--- src/rtl/core/dm_pkg.sv ---
// ----------------------------------------------------------------------------
// dm_pkg
// Shared constants, codes and control structs for the block density matrix.
// ----------------------------------------------------------------------------
package dm_pkg;

  localparam int MAX_N     = 32;
  localparam int FRAC_BITS = 14;

  localparam int IDX_W  = 5;
  localparam int VAL_W  = 16;
  localparam int OP_W   = 2;
  localparam int SIZE_W = 6;
  localparam int GIDX_W = 12;
  localparam int PIDX_W = 24;
  localparam int OUT_W  = 34;
  localparam int OUT_FRAC = 30;

  localparam int MA_W  = $clog2(MAX_N);
  localparam int EA_W  = $clog2(MAX_N * MAX_N);
  localparam int CNT_W = $clog2(MAX_N + 1);
  localparam int CMP_W = 8;

  // w*a*b is 3*VAL_W bits, doubled adds one, sum over MAX_N terms adds the rest
  localparam int ACC_W = 3 * VAL_W + 1 + $clog2(MAX_N);

  localparam logic [OP_W-1:0] OP_LOAD_OCC = 2'd0;
  localparam logic [OP_W-1:0] OP_LOAD_VEC = 2'd1;
  localparam logic [OP_W-1:0] OP_COMPUTE  = 2'd2;

  localparam logic REG_BLOCK_SIZE   = 1'b0;
  localparam logic REG_BLOCK_OFFSET = 1'b1;

  localparam logic [SIZE_W-1:0] BLOCK_SIZE_RST = 6'd32;

  typedef struct packed {
    logic              occ_we;
    logic              eig_we;
    logic [MA_W-1:0]   occ_addr;
    logic [EA_W-1:0]   eig_addr;
    logic [VAL_W-1:0]  data;
  } dm_wr_t;

  typedef struct packed {
    logic [MA_W-1:0]   occ_addr;
    logic [EA_W-1:0]   a_addr;
    logic [EA_W-1:0]   b_addr;
  } dm_rd_t;

  typedef struct packed {
    logic clr;
    logic issue;
  } dm_mac_ctl_t;

endpackage

--- src/rtl/core/dm_mac.sv ---
// ----------------------------------------------------------------------------
// dm_mac
// Shared multiply-accumulate: w*a, then *b, then doubled into the sum;
// rounds and saturates the sum to signed Q3.30.
// ----------------------------------------------------------------------------
module dm_mac (
  input  logic                           clk,
  input  logic                           rst_n,
  input  dm_pkg::dm_mac_ctl_t            ctl,
  input  logic [dm_pkg::VAL_W-1:0]       occ_q,
  input  logic [dm_pkg::VAL_W-1:0]       a_q,
  input  logic [dm_pkg::VAL_W-1:0]       b_q,
  output logic                           busy,
  output logic signed [dm_pkg::OUT_W-1:0] dens
);
  import dm_pkg::*;

  localparam int SHR   = 3 * FRAC_BITS - OUT_FRAC;
  localparam int SHL   = OUT_FRAC - 3 * FRAC_BITS;
  localparam int RES_W = ACC_W + 2 + ((SHL > 0) ? SHL : 0);

  logic                      s0_v_r, s1_v_r, s2_v_r;
  logic signed [2*VAL_W-1:0] p1_r;
  logic signed [VAL_W-1:0]   bd_r;
  logic signed [3*VAL_W-1:0] p2_r;
  logic signed [ACC_W-1:0]   acc_r;
  logic signed [ACC_W-1:0]   acc_nxt;
  logic signed [RES_W-1:0]   ext;
  logic signed [RES_W-1:0]   scaled;

  localparam logic signed [RES_W-1:0] OMAX = (RES_W'(1) <<< (OUT_W - 1)) - RES_W'(1);
  localparam logic signed [RES_W-1:0] OMIN = -(RES_W'(1) <<< (OUT_W - 1));

  // memory read data lands in the cycle after issue
  always_ff @(posedge clk) begin
    if (!rst_n) begin
      s0_v_r <= 1'b0;
      s1_v_r <= 1'b0;
      s2_v_r <= 1'b0;
    end else begin
      s0_v_r <= ctl.issue;
      s1_v_r <= s0_v_r;
      s2_v_r <= s1_v_r;
    end
  end

  always_ff @(posedge clk) begin
    p1_r  <= $signed(occ_q) * $signed(a_q);
    bd_r  <= $signed(b_q);
    p2_r  <= p1_r * bd_r;
    acc_r <= acc_nxt;
  end

  always_comb begin
    acc_nxt = acc_r;
    if (ctl.clr) begin
      acc_nxt = '0;
    end else if (s2_v_r) begin
      acc_nxt = acc_r + (ACC_W'(p2_r) <<< 1);
    end
  end

  assign busy = s0_v_r | s1_v_r | s2_v_r;
  assign ext  = RES_W'(acc_r);

  generate
    if (SHR > 0) begin : g_round
      localparam logic signed [RES_W-1:0] HALF = RES_W'(1) <<< (SHR - 1);
      // round half up: add half an output lsb, then floor
      assign scaled = (ext + HALF) >>> SHR;
    end else begin : g_scale
      assign scaled = ext <<< SHL;
    end
  endgenerate

  always_comb begin
    if (scaled > OMAX) begin
      dens = OMAX[OUT_W-1:0];
    end else if (scaled < OMIN) begin
      dens = OMIN[OUT_W-1:0];
    end else begin
      dens = scaled[OUT_W-1:0];
    end
  end

endmodule

--- config.mk ---
export PLATFORM = sky130hd
export DESIGN_NAME = dm_mac
export DESIGN_NICKNAME = d
export VERILOG_FILES = /design/src/rtl/core/dm_pkg.sv /design/src/rtl/core/dm_mac.sv
export SDC_FILE = /design/constraint.sdc
export NUM_CORES = 2
export LEC_CHECK = 0
export BUFFER_PORTS_ARGS = -buffer_cell sky130_fd_sc_hd__buf_2
export CELL_PAD_IN_SITES_DETAIL_PLACEMENT = 1
export CELL_PAD_IN_SITES_GLOBAL_PLACEMENT = 2
export CORE_MARGIN = 2
export CORE_UTILIZATION = 31
export DETAILED_ROUTE_END_ITERATION = 12
export PLACE_DENSITY_LB_ADDON = 0.1
export SLEW_MARGIN = 20
export SYNTH_ARGS = -nofsm -noshare
export SYNTH_HDL_FRONTEND = slang
export SYNTH_SLANG_ARGS = --single-unit
--- constraint.sdc ---
create_clock -name clk -period 8 [get_ports clk]
set_clock_uncertainty 0.2 [all_clocks]
set_input_delay 1.6 -clock clk [delete_from_list [all_inputs] [get_ports clk]]
set_output_delay 1.6 -clock clk [all_outputs]
set_load 0.005 [all_outputs]
Word-level counts from Yosys, hierarchy flattened
Cells that the tools add are included.
{"block": "classes", "n_mux": 2, "bitwise": 2, "n_mul": 2, "magnitude_cmp": 2, "n_addsub": 2}
{"op": "$mux 34", "count": 2}
{"op": "$add 54x13->55 const B", "count": 1}
{"op": "$add 54x49->54", "count": 1}
{"op": "$mul 32x16->48", "count": 1}
{"op": "$gt 43x34->1 const B", "count": 1}
{"op": "$lt 43x34->1 const B", "count": 1}
{"op": "$mul 16x16->32", "count": 1}
{"op": "$or 1x1->1", "count": 2}
{"block": "word_totals", "inputBits": 52, "regBits": 153, "word_cells": 17, "output_inout_bits": 35}

Logic depth before layout (Yosys ltp)
{"block": "depth", "word_depth": 4, "ltp_mapped": 27, "depth_no_buf": 25}

Worst setup path after synthesis
Ideal clock, no wire load.
{"block": "synth_path", "path_type": "input to register", "from": "in occ_q[15] (netlist name)", "to": "reg p1_r[31]", "t_required_ns": 7.679, "path_slack_ns": 0.626, "path_buffers": 2, "t_arrival_ns": 7.053, "cell_stages": 25, "setup_time_ns": 0.121, "cell_sequence": "clkbuf_1 > nand2_1 > inv_1 > fa_1 > inv_1 > fa_1 > inv_1 > fa_1 > fa_1 > fa_1 > inv_1 > fa_1 > inv_1 > ha_1 > clkbuf_1 > a21o_1 > a21o_1 > a21oi_1 > o21ai_0 > nor3_1 > a21oi_1 > a21o_1 > a31oi_1 > o21ai_0 > xnor2_1"}
{"block": "synth_via", "elab_chain_cells": 1}
{"element": "start, declared", "line_no": "dm_mac.sv:10", "text": "input logic [dm_pkg::VAL_W-1:0] occ_q,"}
{"element": "$mul 16x16->32", "line_no": "dm_mac.sv:48", "text": "p1_r <= $signed(occ_q) * $signed(a_q);"}
{"element": "end signal, assigned", "line_no": "dm_mac.sv:48"}
{"element": "end, declared", "line_no": "dm_mac.sv:23", "text": "logic signed [2*VAL_W-1:0] p1_r;"}
No other way between the ends.
A chain may end at the register's enable or synchronous reset.

Worst setup path after layout
{"block": "layout_path", "from": "reg p1_r[6]", "to": "reg p2_r[43]"}
{"block": "layout_via", "elab_chain_cells": 1}
{"element": "$mul 32x16->48", "line_no": "dm_mac.sv:50", "text": "p2_r <= p1_r * bd_r;"}
{"element": "end signal, assigned", "line_no": "dm_mac.sv:50"}
{"element": "end, declared", "line_no": "dm_mac.sv:25", "text": "logic signed [3*VAL_W-1:0] p2_r;"}
No other way between the ends.

==> impl_metrics.py <==
metrics = {
    "status": {
        "status": "finished, final reports clean",
    },
    "yosys": {
        "ys.flop_type": "dfxtp_1",
        "synth-seq-area-share_pct": 8.54,
        "yosys_register_bits": 152,
        "ys_types": 81,
        "synth_fp_nets": 5079,
        "ys_async_sr_fraction_pct": 0,
        "synthTopCellsByArea": "fa_1, inv_1, ha_1",
        "syn_inst": 4029,
        "synth_edf_count": 0,
        "synth_largest_area_cell": "fa_1",
        "syn_avg_cell_area_um2": 8.84,
        "synth_warnings": 0,
        "syn_area_um2": 35600,
        "synth_top_area_share_pct": 42.1,
    },
    "floorplanning": {
        "start_util_pct": 31.2,
        "die_area_um2": 118000,
        "core-area_um2": 114000,
        "std_cell_rows": 124,
        "num_io_pins": 87,
        "die_h_um": 343,
        "die_w_um": 343,
    },
    "worst_setup_path": {
        "worst_setup_path_start_kind": "flop",
        "worstReg2RegStart": "p1_r[6]$_DFF_P_",
        "cp_max_fo": 16,
        "cp-end-kind": "flop",
        "reg2reg_slack_ns": 0.45,
        "arrival_ns": 7.81,
        "cp.required_ns": 8.26,
        "r2r-end": "p2_r[43]$_DFF_P_",
        "critPathKind": "reg -> reg",
        "startpoint": "p1_r[6]$_DFF_P_",
        "r2r_cells": 21,
    },
    "place": {
        "gp_routability_congestion": 0.788,
        "post-place-ws_ns": 0.0860,
        "dp.cells": 5569,
        "portBuffers": 86,
        "hpwl_um": 86700,
    },
    "route": {
        "drt-pass1-iter-count": 5,
        "drtIter0Drc": 853,
        "routedWlPerCell_um": 17.9,
        "drt_wl_total_um": 100000,
        "final_antenna_net_count": 0,
        "vias": 25649,
        "post_drt_via_cell_ratio": 4.58,
        "drc": 0,
    },
    "sta": {
        "slew-limit-headroom_pct": 43.6,
        "finalWorstSetupSlack_ns": 0.455,
        "whs_ns": 0.254,
        "finalSetupTns_ns": 0,
        "setup_viol": 0,
        "fmax_ghz": 0.133,
        "rsz0062_at_grt": "no",
        "finalCritPeriodShare_pct": 94.3,
        "finalHoldViolations": 0,
        "finalMaxSlewViolations": 0,
        "worst_pin_slew_ns": 0.845,
        "period_minus_slack_ns": 7.55,
    },
    "clock_tree": {
        "cts_inserted_buffers": 17,
        "clock-root-buffer": "clkbuf_16",
        "clk_latency_ns": 0.54,
        "cts_max_level": 4,
        "cts_resized": 0,
        "cts.path.max_buffers": 2,
        "postCtsSetupRepairBufs": 0,
        "cts.sink_count": 152,
        "path_clk_slew_ns": 0.07,
        "cts_tree": "yes",
        "hold_buffers": 0,
    },
    "worst_hold_path": {
        "worstHoldPathCells": 1,
        "holdPathEnd": "s2_v_r$_SDFF_PN0_",
        "min_path_type": "reg -> reg",
        "hp-start": "s1_v_r$_SDFF_PN0_",
    },
    "grt": {
        "antenna_found_initial": 2,
        "grt_start_max_net_pins": 56,
        "grt_overflow_total": 0,
        "grt_use_total_pct": 17.8,
        "grt_pass1_vias": 29291,
        "grt_pass1_wl_um": 164000,
    },
    "final_layout": {
        "num-fill-cells": 13427,
        "layout.cells.non_filler": 5602,
        "area_growth_pct": 8.66,
        "nNetsFinal": 5126,
        "drive_gt1_share_pct": 6.77,
    },
    "job": {
        "cap_violations": 0,
    },
}
## worst max path at each step
stage / to / slack [ns]
floorplan: p1_r[31]$_DFF_P_ / 0.63
global placement: p1_r[24]$_DFF_P_ / 0.13
detailed placement: p1_r[24]$_DFF_P_ / 0.09
CTS: p2_r[42]$_DFF_P_ / 0.37
global route: p2_r[42]$_DFF_P_ / 0.07
finish: p2_r[43]$_DFF_P_ / 0.45
## cell usage after synthesis (14+ instances only)
master,count
clkbuf_1,144
fa_1,749
xnor2_1,100
nand3_1,45
a21o_1,66
nor2b_1,19
a211oi_1,14
o21ai_0,68
a31oi_1,19
nor3_1,32
and2_1,316
nand4_1,20
nand2b_1,21
nor2_1,159
o21ai_2,30
mux2i_1,29
inv_1,889
dfxtp_1,152
xor2_1,49
ha_1,249
o21bai_1,25
nand2_1,507
and3_1,19
o21a_1,21
a21oi_1,139
## kinds of logic after synthesis
family / count (synthesis) / synth area share (%)
mux: 33 / 0.973
xor+xnor: 149 / 3.66
flops: 152 / 8.54
compound gates: 467 / 8.76
buf+inv: 1048 / 11.1
simple gates: 1182 / 16.1
fa+ha+maj: 998 / 50.9
## per-layer routing
| metal | track usage (%) | wire (µm) | share of wire, % | vias to the layer above |
|---|---|---|---|---|
| met5 | 0 | 0 | 0 | - |
| met4 | 3.57 | 1380 | 1.4 | 0 |
| met3 | 1.71 | 1870 | 1.9 | 52 |
| met2 | 30.2 | 47100 | 47 | 196 |
| met1 | 24.8 | 49700 | 50 | 13089 |
| li1 | - | - | - | 12312 |
## metrics by stage
step	instance area, µm²	utilization, %
final	38700	33.9
after floorplan	35600	-
after detailed placement	38100	33.4
after global placement	38100	33.4
after global routing	38700	33.9
after CTS	38700	33.9
## final cells by class
cell class              instances  area (µm²)  area share, %
repair buffers                186        1260           3.25
clock inverters                13         110          0.285
flip-flops and latches        152        3040           7.87
well taps                    1512        1890           4.89
diodes                          1        2.50        0.00647
multi-input cells            2829       28600           73.9
inverters                     890        3340           8.63
clock buffers                  19         443           1.14
## registers in the layout, summed over array words and instances (netlist names)
| name | cells |
|---|---|
| s1_v_r | 1 |
| acc_r | 53 |
| p1_r | 32 |
| bd_r | 16 |
| s2_v_r | 1 |
| p2_r | 48 |
| s0_v_r | 1 |
## layout by cell type, fill, tap and decap left out, types with 25 or more instances in the layout
cell type and instances:
inv_1 889, fa_1 749, nand2_1 507, and2_1 316, ha_1 249, nor2_1 159, dfxtp_1 151, a21oi_1 139
xnor2_1 100, buf_4 94, buf_2 86, o21ai_0 68, a21o_1 66, xor2_1 49, nand3_1 45, nor3_1 32
o21ai_2 30, mux2i_1 29, o21bai_1 25
## critical path: stages (launching register included)
cell     delay [ns]
dfxtp_1        0.87
nand2_1        0.18
fa_1           0.57
inv_1          0.05
fa_1           0.53
fa_1           0.45
fa_1           0.56
fa_1           0.55
inv_1          0.05
fa_1           0.53
inv_1          0.05
ha_1           0.24
a21o_1         0.19
a21o_1         0.18
a21oi_1        0.26
o21ai_0        0.15
and3b_1        0.23
a22oi_1        0.16
o21ai_0        0.55
o21ai_0        0.30
or4_1          0.51
nand4_1        0.10
Power is not shown: default switching activity piles up to over one toggle a cycle in this logic, so the estimate is an artifact.
